<file path="config.mk">
export PLATFORM = sky130hd
export DESIGN_NAME = lru_page_replacement
export DESIGN_NICKNAME = d
export VERILOG_FILES = /design/src/rtl/lrupr_pkg.sv /design/src/rtl/lru_page_replacement.sv /design/src/rtl/lrupr_ram.sv
export SDC_FILE = /design/constraint.sdc
export NUM_CORES = 1
export LEC_CHECK = 0
export BUFFER_PORTS_ARGS = -buffer_cell sky130_fd_sc_hd__buf_2
export CORE_ASPECT_RATIO = 0.7
export CORE_MARGIN = 3
export CORE_UTILIZATION = 65
export DETAILED_ROUTE_END_ITERATION = 7
export GPL_TIMING_DRIVEN = 0
export PLACE_DENSITY = 0.89
export SLEW_MARGIN = 10
export SYNTH_ARGS = -nofsm -noshare
export SYNTH_HDL_FRONTEND = slang
export SYNTH_SLANG_ARGS = --single-unit
export TNS_END_PERCENT = 5
</file>
<file path="constraint.sdc">
create_clock -name clk -period 12.8 [get_ports clk]
set_input_delay 2.56 -clock clk [delete_from_list [all_inputs] [get_ports clk]]
set_output_delay 2.56 -clock clk [all_outputs]
set_load 0.01 [all_outputs]
</file>
<file path="src/rtl/lrupr_pkg.sv">
// Package for the LRU page replacement block.
// Holds the sequencer state type and the fixed field widths and constants.
// No dependencies.
`default_nettype none

package lrupr_pkg;

  // Field widths fixed by the interface.
  localparam int PAGE_W      = 16;
  localparam int PAGE_BITS   = 16;
  localparam int STAMP_W     = 32;
  localparam int CFG_W       = 5;
  localparam int FRAME_OUT_W = 4;

  // Page numbers are kept to PAGE_BITS bits.
  localparam logic [PAGE_W-1:0] PAGE_MASK = PAGE_W'((33'h1 << PAGE_BITS) - 33'h1);

  // Saturation value of the stamp and fault counters.
  localparam logic [STAMP_W-1:0] WORD_MAX = {STAMP_W{1'b1}};

  // Frame count after reset.
  localparam logic [CFG_W-1:0] FRAMES_RESET = CFG_W'(16);

  // Sequencer states.
  typedef enum logic [1:0] {
    ST_IDLE,
    ST_SCAN,
    ST_UPDATE
  } state_t;

endpackage

`default_nettype wire

</file>
<file path="src/rtl/lru_page_replacement.sv">
// LRU page replacement: one page access per beat, one result beat per access.
// No new access is taken until the last result is in the output register. The
// sequencer walks the single read port of the frame tables, one frame per cycle.
// Reset clears the valid marks, stamp and fault counters; frame count is 16.
// Depends on lrupr_pkg and lrupr_ram.
`default_nettype none

module lru_page_replacement #(
  parameter int MAX_FRAMES = 16
) (
  input  wire logic                          clk,
  input  wire logic                          rst,
  // Configuration write.
  input  wire logic                          cfg_wr_en,
  input  wire logic [lrupr_pkg::CFG_W-1:0]   cfg_wr_data,
  // Input channel.
  input  wire logic                          in_valid,
  output logic                               in_stall,
  input  wire logic [lrupr_pkg::PAGE_W-1:0]  page_number,
  input  wire logic                          last_access,
  // Output channel.
  output logic                               out_valid,
  input  wire logic                          out_stall,
  output logic                               hit,
  output logic [lrupr_pkg::FRAME_OUT_W-1:0]  frame_used,
  output logic                               evicted_valid,
  output logic [lrupr_pkg::PAGE_W-1:0]       evicted_page,
  output logic [lrupr_pkg::STAMP_W-1:0]      fault_count
);

  localparam int IDX_W = (MAX_FRAMES > 1) ? $clog2(MAX_FRAMES) : 1;
  localparam int CNT_W = $clog2(MAX_FRAMES + 1);

  lrupr_pkg::state_t state, state_next;

  logic [lrupr_pkg::CFG_W-1:0]   frames_in_use;
  logic [MAX_FRAMES-1:0]         frame_valid, frame_valid_next;
  logic [lrupr_pkg::STAMP_W-1:0] access_index, access_index_next;
  logic [lrupr_pkg::STAMP_W-1:0] fault_total, fault_total_next;

  // Current access.
  logic [lrupr_pkg::PAGE_W-1:0] cur_page, cur_page_next;
  logic                         cur_last, cur_last_next;

  // Scan pointer and the compare stage that trails it by one register.
  logic [CNT_W-1:0] issue_cnt, issue_cnt_next;
  logic             chk_v, chk_v_next;
  logic [IDX_W-1:0] chk_idx, chk_idx_next;

  // Search results.
  logic                          found, found_next;
  logic [IDX_W-1:0]              hit_idx, hit_idx_next;
  logic                          empty_found, empty_found_next;
  logic [IDX_W-1:0]              empty_idx, empty_idx_next;
  logic [lrupr_pkg::STAMP_W-1:0] old_stamp, old_stamp_next;
  logic [IDX_W-1:0]              old_idx, old_idx_next;
  logic [lrupr_pkg::PAGE_W-1:0]  old_page, old_page_next;

  // Output register.
  logic                          out_valid_next;
  logic                          hit_next;
  logic [lrupr_pkg::FRAME_OUT_W-1:0] frame_used_next;
  logic                          evicted_valid_next;
  logic [lrupr_pkg::PAGE_W-1:0]  evicted_page_next;
  logic [lrupr_pkg::STAMP_W-1:0] fault_count_next;

  // Table ports.
  logic                          page_we, stamp_we;
  logic [IDX_W-1:0]              wr_idx;
  logic [lrupr_pkg::PAGE_W-1:0]  page_rd;
  logic [lrupr_pkg::STAMP_W-1:0] stamp_rd;

  // Active frame count: zero counts as one, large values clip to the table size.
  logic [CNT_W-1:0] n_active;
  always_comb begin
    if (frames_in_use == '0) begin
      n_active = CNT_W'(1);
    end else if (32'(frames_in_use) > 32'(MAX_FRAMES)) begin
      n_active = CNT_W'(MAX_FRAMES);
    end else begin
      n_active = CNT_W'(frames_in_use);
    end
  end

  lrupr_ram #(
    .WIDTH (lrupr_pkg::PAGE_W),
    .DEPTH (MAX_FRAMES)
  ) u_page_ram (
    .clk   (clk),
    .we    (page_we),
    .waddr (wr_idx),
    .wdata (cur_page),
    .raddr (issue_cnt[IDX_W-1:0]),
    .rdata (page_rd)
  );

  lrupr_ram #(
    .WIDTH (lrupr_pkg::STAMP_W),
    .DEPTH (MAX_FRAMES)
  ) u_stamp_ram (
    .clk   (clk),
    .we    (stamp_we),
    .waddr (wr_idx),
    .wdata (access_index),
    .raddr (issue_cnt[IDX_W-1:0]),
    .rdata (stamp_rd)
  );

  assign in_stall = (state != lrupr_pkg::ST_IDLE);

  // Sequencer: next state, search updates and the table update.
  always_comb begin
    logic out_free;
    logic is_first;
    state_next         = state;
    frame_valid_next   = frame_valid;
    access_index_next  = access_index;
    fault_total_next   = fault_total;
    cur_page_next      = cur_page;
    cur_last_next      = cur_last;
    issue_cnt_next     = issue_cnt;
    chk_v_next         = 1'b0;
    chk_idx_next       = chk_idx;
    found_next         = found;
    hit_idx_next       = hit_idx;
    empty_found_next   = empty_found;
    empty_idx_next     = empty_idx;
    old_stamp_next     = old_stamp;
    old_idx_next       = old_idx;
    old_page_next      = old_page;
    out_valid_next     = out_valid && out_stall;
    hit_next           = hit;
    frame_used_next    = frame_used;
    evicted_valid_next = evicted_valid;
    evicted_page_next  = evicted_page;
    fault_count_next   = fault_count;
    page_we            = 1'b0;
    stamp_we           = 1'b0;
    wr_idx             = hit_idx;
    out_free           = !out_valid || !out_stall;
    is_first           = (chk_idx == '0);

    // Compare stage: one frame's read data per cycle.
    if (chk_v) begin
      if (frame_valid[chk_idx] && (page_rd == cur_page) && !found) begin
        found_next   = 1'b1;
        hit_idx_next = chk_idx;
      end
      if (!frame_valid[chk_idx] && !empty_found) begin
        empty_found_next = 1'b1;
        empty_idx_next   = chk_idx;
      end
      if (is_first || (stamp_rd < old_stamp)) begin
        old_stamp_next = stamp_rd;
        old_idx_next   = chk_idx;
        old_page_next  = page_rd;
      end
    end

    unique case (state)
      lrupr_pkg::ST_IDLE: begin
        if (in_valid) begin
          cur_page_next    = page_number & lrupr_pkg::PAGE_MASK;
          cur_last_next    = last_access;
          issue_cnt_next   = '0;
          found_next       = 1'b0;
          empty_found_next = 1'b0;
          state_next       = lrupr_pkg::ST_SCAN;
        end
      end

      lrupr_pkg::ST_SCAN: begin
        if (issue_cnt != n_active) begin
          chk_v_next     = 1'b1;
          chk_idx_next   = issue_cnt[IDX_W-1:0];
          issue_cnt_next = issue_cnt + CNT_W'(1);
        end else begin
          // The last frame is being compared in this cycle.
          state_next = lrupr_pkg::ST_UPDATE;
        end
      end

      lrupr_pkg::ST_UPDATE: begin
        if (out_free) begin
          logic [lrupr_pkg::STAMP_W-1:0] faults;
          logic [IDX_W-1:0]              used;
          logic                          evict;
          faults = fault_total;
          used   = hit_idx;
          evict  = 1'b0;
          stamp_we = 1'b1;
          if (!found) begin
            if (fault_total != lrupr_pkg::WORD_MAX) begin
              faults = fault_total + lrupr_pkg::STAMP_W'(1);
            end
            page_we = 1'b1;
            if (empty_found) begin
              used = empty_idx;
            end else begin
              used  = old_idx;
              evict = 1'b1;
            end
          end
          wr_idx = used;

          hit_next           = found;
          frame_used_next    = lrupr_pkg::FRAME_OUT_W'(used);
          evicted_valid_next = evict;
          evicted_page_next  = evict ? old_page : '0;
          fault_count_next   = faults;
          out_valid_next     = 1'b1;

          // End of a sequence clears the table and both counters.
          if (cur_last) begin
            frame_valid_next  = '0;
            access_index_next = '0;
            fault_total_next  = '0;
          end else begin
            frame_valid_next[used] = 1'b1;
            fault_total_next       = faults;
            if (access_index != lrupr_pkg::WORD_MAX) begin
              access_index_next = access_index + lrupr_pkg::STAMP_W'(1);
            end
          end
          state_next = lrupr_pkg::ST_IDLE;
        end
      end

      default: begin
        state_next = lrupr_pkg::ST_IDLE;
      end
    endcase
  end

  // Control state resets; payload registers just load.
  always_ff @(posedge clk) begin
    if (rst) begin
      state         <= lrupr_pkg::ST_IDLE;
      frames_in_use <= lrupr_pkg::FRAMES_RESET;
      frame_valid   <= '0;
      access_index  <= '0;
      fault_total   <= '0;
      chk_v         <= 1'b0;
      out_valid     <= 1'b0;
    end else begin
      state        <= state_next;
      frame_valid  <= frame_valid_next;
      access_index <= access_index_next;
      fault_total  <= fault_total_next;
      chk_v        <= chk_v_next;
      out_valid    <= out_valid_next;
      if (cfg_wr_en) begin
        frames_in_use <= cfg_wr_data;
      end
    end
    cur_page      <= cur_page_next;
    cur_last      <= cur_last_next;
    issue_cnt     <= issue_cnt_next;
    chk_idx       <= chk_idx_next;
    found         <= found_next;
    hit_idx       <= hit_idx_next;
    empty_found   <= empty_found_next;
    empty_idx     <= empty_idx_next;
    old_stamp     <= old_stamp_next;
    old_idx       <= old_idx_next;
    old_page      <= old_page_next;
    hit           <= hit_next;
    frame_used    <= frame_used_next;
    evicted_valid <= evicted_valid_next;
    evicted_page  <= evicted_page_next;
    fault_count   <= fault_count_next;
  end

endmodule

`default_nettype wire

</file>
<file path="src/rtl/lrupr_ram.sv">
// Generic single-write, single-read RAM with a registered read port.
// Used for the frame page and frame stamp tables. No dependencies.
`default_nettype none

module lrupr_ram #(
  parameter int WIDTH = 16,
  parameter int DEPTH = 16
) (
  input  wire logic                                   clk,
  input  wire logic                                   we,
  input  wire logic [(DEPTH > 1 ? $clog2(DEPTH) : 1)-1:0] waddr,
  input  wire logic [WIDTH-1:0]                       wdata,
  input  wire logic [(DEPTH > 1 ? $clog2(DEPTH) : 1)-1:0] raddr,
  output logic      [WIDTH-1:0]                       rdata
);

  logic [WIDTH-1:0] mem [DEPTH];

  // Write port and registered read port.
  always_ff @(posedge clk) begin
    if (we) begin
      mem[waddr] <= wdata;
    end
    rdata <= mem[raddr];
  end

endmodule

`default_nettype wire

</file>
# == Word level (Yosys, flattened, before mapping) ==
# Memories as Yosys holds them, arrays and structs flattened. A register that Yosys moved wholly into a read port is not among the register bits.
# Cells that the tools add are included.
# totals
reg_bits,231
mem_bits_rw,768
out_inout_bits,56
memories,2
# mem_list
name,words,width,rd,rd_ports_with_merged_regs,write_ports,line_no,text
u_stamp_ram.mem,16,32,1,1,1,lrupr_ram.sv:17,logic [WIDTH-1:0] mem [DEPTH];
u_page_ram.mem,16,16,1,1,1,lrupr_ram.sv:17,
# classes
add_sub_neg,3
order_cmp,5
eq_ne,10
n_mux,49
bitwise_logic,2
n_reduce_logical,28
# ops
operator,count
$mux 32,5
$add 32x1->32 const B,2
$ne 32x32->1 const B,2
$lt 32x32->1,1
$mux 1,26
$mux 4,6
$mux 5,4
$eq 16x16->1,1
$mux 16,1
$or 16x16->16,1
$reduce_and 2->1,6
$lt 4x5->1 const B,2
$pmux 5 s2,1
$reduce_and 3->1,3
$ne 2x2->1 const B,4
$mux 2,3
$pmux 2 s3,1
$reduce_bool 2->1,3
$add 5x1->5 const B,1
$gt 5x5->1 const B,1
$logic_and 1x1->1,5
$logic_not 1->1,5
$logic_not 5->1,1
$ne 5x5->1,1
other kinds (10),11

# == Logic depth before layout (Yosys ltp) ==
# Gate-level depths: netlist (run 1).
# depth
word_depth,10
depth_mapped,8
depth_no_buf,7

# == By module ==
# Synthesis (run 1) repeated with hierarchy kept, for this count alone.
# unflattened
cells_unflattened,2185
hier_area_um2,40183.5
# by_module_without_submodules
mod,n_inst,cells_per_inst,area_per_inst_um2,seq_area_each_um2
lrupr_ram at u_stamp_ram,1,838,19835.3,16015.4
lru_page_replacement,1,915,10306.1,6025.8
lrupr_ram at u_page_ram,1,432,10042.1,8007.7

# == Worst setup path before layout (run 1) ==
# Ideal clock, no wire load.
# synth_path
kind,input to register
start,input port out_stall
end,memory u_stamp_ram.mem[10][0] (netlist bit) (enable)
setup_ns,0.423
arrival_time_ns,5.707
required_ns,12.377
setup_slack_ns,6.670
cell_stages,6
n_path_buf,1
cell_sequence,nand2_1 -> nand2_1 -> clkinv_1 -> buf_2 -> nand3_1 -> nor2_1
# synth_via
elab_chain_cells,6
word_cells_on_any_way,8
cone_classes,mux: 6; reduce/logical: 2
# synth_lines
element,line_no,text
"start, declared",lru_page_replacement.sv:23,"input wire logic out_stall,"
$logic_not 1->1,lru_page_replacement.sv:140,out_free = !out_valid || !out_stall;
$logic_or 1x1->1,lru_page_replacement.sv:140,
$mux 1,lru_page_replacement.sv:184,if (out_free) begin
$mux 1,lru_page_replacement.sv:160,unique case (state)
via stamp_we,lru_page_replacement.sv:68,"logic page_we, stamp_we;"
$mux 1,lrupr_ram.sv:21,if (we) begin
$mux 1 (not written as such),lrupr_ram.sv:22,mem[waddr] <= wdata;
"end, declared",lrupr_ram.sv:17,
# The timed path passes the listed nets, and every way through them passes these cells.

# == Worst setup path after layout (run 1) ==
# layout_path
start,input port out_stall
end,"memory u_page_ram.mem[12][5], in the netlist u_page_ram.mem[6][5] (enable)"
# layout_via
elab_chain_cells,6
word_cells_on_any_way,8
cone_classes,mux: 6; reduce/logical: 2
# layout_lines
element,line_no
$logic_not 1->1 (*),lru_page_replacement.sv:140
$logic_or 1x1->1 (*),lru_page_replacement.sv:140
$mux 1,lru_page_replacement.sv:184
$mux 1,lru_page_replacement.sv:160
$mux 1,lrupr_ram.sv:21
$mux 1 (not written as such),lrupr_ram.sv:22
"end, declared",lrupr_ram.sv:17
# Every way passes the cells marked *; elsewhere a longest branch is shown, timed or not.

==> results of run 1 <==
synth_stat cells (4+ instances only):
cell type    n
edfxtp_1   908
mux4_2     245
dfxtp_1    139
nor2_1      65
clkbuf_1    62
nand2_1     61
inv_1       52
xnor2_1     48
nand3_1     45
a21oi_1     44
ha_1        34
nand4_1     34
nor3_1      32
buf_2       28
o21ai_0     25
and2_1      24
o21a_1      24
nor4_1      18
a31oi_1     16
or4_1       16
xor2_1      15
or3_1       13
and4_1      11
o31ai_1      9
mux2i_1      8
o211ai_1     8
a21o_1       7
a211oi_1     6
a31o_2       6
buf_1        6
a32oi_1      5
and3_1       5
o311ai_0     5
a41oi_1      4
nor2b_1      4
or2_2        4
worst register-to-register path, stage by stage (launching register included):
cell and delay (ps):
dfxtp_1 470, nor2b_1 210, buf_2 300, nand2_1 260
clkinv_1 270, buf_4 750, nand3_1 910, nor3_2 730
buf_4 300, buf_4 260
worst max-delay path by stage:
stage	cells after the start	slack, ps	start	endpoint
after detailed placement	8	6230	out_stall	u_stamp_ram.mem[6][19]
after CTS	8	6810	out_stall	u_stamp_ram.mem[2][24]
after global placement	7	4130	out_stall	u_stamp_ram.mem[2][20]
after floorplan	6	6670	out_stall	u_stamp_ram.mem[10][0]
after global routing	8	6590	out_stall	u_stamp_ram.mem[2][25]
final	9	6510	out_stall	u_page_ram.mem[6][5]
cells by family (layout without fill, tap and decap cells):
group,Yosys count,after routing,synth area share
buffers and inverters,151,450,0.0150
adder cells (fa/ha/maj),34,34,0.0105
other,0,1,0
flip-flops,1047,1047,0.744
multiplexers,256,256,0.139
AO/OA/AOI/OAI,182,182,0.0303
AND/OR/NAND/NOR,352,352,0.0477
XOR/XNOR,63,63,0.0137
sequential cells by signal (all words and copies together) (netlist names), 2 cells and up:
| register | count |
|---|---|
| state | 2 |
| cur_page | 16 |
| old_stamp | 32 |
| issue_cnt | 5 |
| u_page_ram.mem | 256 |
| evicted_page | 16 |
| fault_total | 32 |
| old_idx | 4 |
| access_index | 32 |
| frame_used | 4 |
| u_stamp_ram.mem | 512 |
| empty_idx | 4 |
| frames_in_use | 5 |
| u_page_ram.rdata | 16 |
| frame_valid | 16 |
| chk_idx | 4 |
| fault_count | 32 |
| old_page | 16 |
| hit_idx | 4 |
| u_stamp_ram.rdata | 32 |
where the power goes:
group	leakage [µW]	total (µW)	switching, µW	internal [µW]
sequential	0.0106	3770	48.6	3720
combinational	0.00384	484	298	187
clock	0.00136	2710	1290	1420
area by class of cell:
| cell class | count | area share |
|---|---|---|
| multi-input combinational | 887 | 0.219 |
| timing repair buffer | 135 | 0.0257 |
| clock inverter | 47 | 0.00976 |
| buffer | 98 | 0.00896 |
| antenna | 1 | 0.0000548 |
| tap | 808 | 0.0221 |
| clock buffer | 117 | 0.0519 |
| inverter | 53 | 0.00436 |
| sequential | 1047 | 0.658 |
stage by stage:
| step | hold slack, ps | cells | total power [µW] | worst slack (ps) |
|---|---|---|---|---|
| global route | 437 | 3193 | 7080 | 6590 |
| global placement | 410 | 2973 | 4250 | 4130 |
| finish | 437 | 3193 | 6970 | 6510 |
| detailed placement | 418 | 3023 | 4290 | 6230 |
| floorplan | 400 | 2085 | 4120 | 6670 |
| CTS | 424 | 3187 | 6920 | 6810 |
layer usage:
layer,vias to the layer above,wire length [µm],track usage
met5,-,184,0.00581
met4,14,7520,0.181
met3,690,17900,0.138
met2,2606,53800,0.553
met1,11800,36100,0.445
li1,8964,-,-
==> results by group, run 1 <==
Cells and area
  – Filler cell count: 2,889
  – Share of layout cells above drive strength 1: 0.253
  – FF+latch area: 30,000 µm²
  – Multi-input logic area: 9980 µm²
  – Most common cell after layout, fill and taps aside: edfxtp_1
  – Area Growth Syn to Fin: 12.9%
  – Most frequent cells in the layout: 908 x edfxtp_1, 245 x mux4_2, 139 x dfxtp_1, 108 x buf_2, 87 x clkbuf_16
  – Fin area: 45,600 µm²
  – Utilization after layout: 0.752
  – Layout Nets: 2,370

Floorplanning
  – Die H: 215 µm
  – Initial core utilization: 0.666
  – Row count: 75
  – I/O Pins: 83
  – DIE WIDTH: 304 µm
  – Core ar.: 60,700 µm²
  – Die Area: 65,300 µm²

Synth
  – Synth top area cells: edfxtp_1 67%, mux4_2 14%, dfxtp_1 6.9%, ha_1 1.1%, xnor2_1 1.0%
  – Share of flip-flops with an asynchronous set or reset: 0
  – Sequential cell area fraction in the yosys report: 0.744
  – Yosys reg bits: 1,047
  – Mapped cell area: 40,400 µm²
  – Top cell type's share of synthesized area: 0.675
  – Synth Instances: 2,085
  – Syn Nets: 2,146
  – Top_reg_cell synth: edfxtp_1
  – EDFF count, synth: 908
  – Most area-hungry cell type in the Yosys netlist: edfxtp_1
  – Synth Area per Inst: 19.4 µm²
  – Yosys warning total: 0
  – Distinct cell type count after synthesis: 69

STA
  – Slew @ Worst Pin: 1280 ps
  – Slew margin rel.: 0.144
  – Post-route setup TNS: 0 ps
  – # setup viols final: 0
  – Fmax: 159 MHz
  – Skew final: 38.0 ps
  – Final hold violations: 0
  – Final Critical Period: 6290 ps
  – RSZ-0062 raised after global routing: no
  – Slew Limit Fails: 0
  – Tcrit/Tclk final: 0.491

Critical path
  – Reg2Reg Launch Point: state[1]
  – Worst EP required: 13,160 ps
  – CP max FO: 63
  – Crit end category: flop
  – Kind of cell adding the most delay to the critical path: simple AND/OR/NAND/NOR gates
  – Crit-path most repeated cell: buf_4
  – FF-to-FF End: u_page_ram.mem[6][5]
  – CP peak stage delay: 880 ps
  – FF-to-FF path depth: 9
  – Worst endpoint data arrival time: 6640 ps
  – Worst R2R Setup Slack: 8030 ps
  – CP Buf/Inv Count: 5
  – Worst setup SP type: primary input
  – Worst setup path class: primary input to flop
  – Critical Path, Cell by Cell: buf_2, nand2_1, nand2_1, clkinv_1, buf_4, nand3_1, nor3_2, buf_4, buf_4
  – CP max stage cell: nand3_1

Hold path
  – Hold path cells: 0
  – Hold Crit Class: flop to flop
  – Hold Path End: old_stamp[1]
  – Min-Delay Startpoint: u_stamp_ram.rdata[1]

CTS
  – Hold-fix buffers, CTS: 0
  – CTS tree: done
  – Post-CTS setup buffers: 0
  – TritonCTS Buffers: 87
  – H-tree levels: 3
  – Root Buffer Master: clkbuf_16
  – Clk buf depth: 3
  – Post-CTS Resized: 0
  – Skew-Pair Late Insertion Delay: 690 ps
  – CTS Sinks: 1,047
  – Clock Pin Slew Worst Setup and Hold Paths: 70 ps

Routing
  – Drt first pass iters: 8
  – Post-route DRC: 28
  – Wire per inst: 36.2 µm
  – Via count of the routed design: 24,100
  – DR vias/cell: 7.54
  – WL final: 116 mm
  – Antenna Nets Post-Route: 0
  – Starting DRT DRC Count: 4,469

Global route
  – Global-route usage over all layers: 0.357
  – Number of global-route vias before repair: 24,400
  – First-pass GRT wire length: 167 mm
  – Initial antenna violation count: 9
  – Gr ovfl total: 0
  – Largest net degree at the start of global routing: 64

Placed design
  – Post-DP HPWL: 66.4 mm
  – IO buf count: 80
  – Area after DPL: 42,800 µm²
  – Routability cong.: 0.909

Job
  – Max-Cap Viols: 0

Run status
  – Status: complete, but fails checks
  – Violated checks: DRC

Pwr
  – Leak: 0.0158 µW
  – Peak supply drop: 0.000212 V
  – PwrDens: 153 nW/µm²
Power figures use the tool's default switching activity.
==> run 2, diff against run 1 <==
--- a/config.mk
+++ b/config.mk
@@ -8,10 +8,10 @@
 export BUFFER_PORTS_ARGS = -buffer_cell sky130_fd_sc_hd__buf_2
 export CORE_ASPECT_RATIO = 0.7
 export CORE_MARGIN = 3
-export CORE_UTILIZATION = 65
+export CORE_UTILIZATION = 62
 export DETAILED_ROUTE_END_ITERATION = 7
 export GPL_TIMING_DRIVEN = 0
-export PLACE_DENSITY = 0.89
+export PLACE_DENSITY = 0.86
 export SLEW_MARGIN = 10
 export SYNTH_ARGS = -nofsm -noshare
 export SYNTH_HDL_FRONTEND = slang
==> constraint.sdc (replaced) <==
create_clock -name clk -period 6.45 [get_ports clk]
set_input_delay 1.29 -clock clk [delete_from_list [all_inputs] [get_ports clk]]
set_output_delay 1.29 -clock clk [all_outputs]
set_load 0.01 [all_outputs]
==> results by group, run 2 (same netlist as run 1, synthesis figures left out) <==
Pwr
  – Peak supply drop: 0.000259 V
  – Sequential power share: 0.528
  – Leak: 0.0159 µW
  – Sw Ratio: 0.226
  – P_sw: 3200 µW
  – Clock power frac: 0.407
  – PwrDens: 310 nW/µm²
  – Combinational Power Share: 0.065
  – P_int: 11,000 µW

STA
  – Slew Limit Fails: 0
  – Hold_ws: 441 ps
  – Final hold violations: 0
  – Final worst setup slack: 1310 ps
  – Tcrit/Tclk final: 0.797
  – Slew margin rel.: 0.179
  – Post-route setup TNS: 0 ps
  – RSZ-0062 raised after global routing: no
  – Final Critical Period: 5140 ps
  – # setup viols final: 0
  – Skew final: 43.2 ps
  – Fmax: 195 MHz
  – Slew @ Worst Pin: 1230 ps

Job
  – Max-Cap Viols: 0

Cells and area
  – Registers with the most flip-flops: u_stamp_ram.mem: 512 flops, u_page_ram.mem: 256 flops
  – Biggest register: u_stamp_ram.mem
  – Utilization after layout: 0.719
  – Share of layout cells above drive strength 1: 0.252
  – Max reg flops: 512
  – Layout Nets: 2,364
  – Most frequent cells in the layout: 908 x edfxtp_1, 245 x mux4_2, 139 x dfxtp_1, 109 x buf_2, 89 x clkbuf_16
  – FF+latch area: 30,000 µm²
  – Most common cell after layout, fill and taps aside: edfxtp_1
  – Multi-input logic area: 9970 µm²
  – Area Growth Syn to Fin: 13.5%
  – Filler cell count: 3,413

CTS
  – Hold-fix buffers, CTS: 0
  – Post-CTS Resized: 0
  – Clock Pin Slew Worst Setup and Hold Paths: 60 ps
  – Skew-Pair Late Insertion Delay: 680 ps
  – CTS tree: done
  – Root Buffer Master: clkbuf_16
  – TritonCTS Buffers: 87
  – H-tree levels: 3
  – Clk buf depth: 3
  – Post-CTS setup buffers: 0
  – CTS Sinks: 1,047

Routing
  – Wire per inst: 34.2 µm
  – Post-route DRC: 0
  – Antenna Nets Post-Route: 0
  – WL final: 111 mm
  – Drt first pass iters: 6
  – DR vias/cell: 7.28
  – Via count of the routed design: 23,700
  – Starting DRT DRC Count: 4,234

Critical path
  – Critical Path, Cell by Cell: buf_2, nand2_1, nand2_1, clkinv_1, buf_4, nand3_1, nor3_2, buf_4
  – Worst setup path class: primary input to flop
  – CP peak stage delay: 1050 ps
  – Kind of cell adding the most delay to the critical path: simple AND/OR/NAND/NOR gates
  – FF-to-FF End: u_page_ram.mem[10][1]
  – CP max stage cell: nor3_2
  – Worst R2R Setup Slack: 1580 ps
  – CP Buf/Inv Count: 4
  – Worst EP required: 6800 ps
  – FF-to-FF path depth: 8
  – Worst Setup SP: out_stall
  – Worst endpoint data arrival time: 5490 ps
  – Worst setup SP type: primary input
  – Worst Setup EP: u_page_ram.mem[10][1]
  – Reg2Reg Launch Point: state[1]
  – Crit end category: flop
  – CP max FO: 63
  – WP depth: 8

Floorplanning
  – Core ar.: 63,800 µm²
  – Die H: 220 µm
  – I/O Pins: 83
  – Row count: 77
  – DIE WIDTH: 311 µm
  – Die Area: 68,300 µm²
  – Initial core utilization: 0.634

Placed design
  – Worst slack at placement: 1060 ps
  – Post-DP HPWL: 64.5 mm
  – Routability cong.: 0.882
  – IO buf count: 80

Global route
  – Gr ovfl total: 0
  – Number of global-route vias before repair: 23,600
  – First-pass GRT wire length: 162 mm
  – Largest net degree at the start of global routing: 64
  – Global-route usage over all layers: 0.330
  – Initial antenna violation count: 6

Hold path
  – Hold Crit Class: flop to flop

Run status
  – Status: complete, no violations
run 2: area by class of cell:
| class | count | share of cell area |
|---|---|---|
| buffer | 98 | 0.00898 |
| clock inverter | 43 | 0.0131 |
| clock buffer | 121 | 0.0540 |
| multi-input combinational | 887 | 0.217 |
| antenna | 2 | 0.000109 |
| timing repair buffer | 129 | 0.0232 |
| inverter | 53 | 0.00434 |
| tap | 869 | 0.0237 |
| sequential | 1047 | 0.655 |
run 2: per-layer routing:
layer  GRT usage  part of all wire
met2       0.521              0.47
met3      0.0981              0.14
met5           0           0.00043
met1       0.438              0.34
met4       0.140             0.053
run 2: power by group through the flow:
stage | registers, µW | logic (µW) | clock network [µW]
global placement | 7620 | 830 | 0
floorplan | 7590 | 589 | 0
finish | 7490 | 930 | 5780
detailed placement | 7630 | 875 | 0
CTS | 7490 | 913 | 5760
global route | 7490 | 966 | 5990
run 2: how the worst min path moves through the flow:
stage | endpoint | from | cells past startpoint
3_5_place_dp | old_stamp[28] | u_stamp_ram.rdata[28] | 0
2_1_floorplan | old_stamp[0] | u_stamp_ram.rdata[0] | 0
6_report | old_stamp[11] | u_stamp_ram.rdata[11] | 0
3_3_place_gp | old_stamp[28] | u_stamp_ram.rdata[28] | 0
5_1_grt | old_stamp[14] | u_stamp_ram.rdata[14] | 0
4_1_cts | old_stamp[14] | u_stamp_ram.rdata[14] | 0
run 2: metrics by stage:
step	std cells	power, µW	area [µm²]
CTS	3243	14200	45800
floorplan	2085	8180	40400
global route	3249	14400	45900
detailed placement	3079	8500	42700
finish	3249	14200	45900
global placement	3034	8450	41900
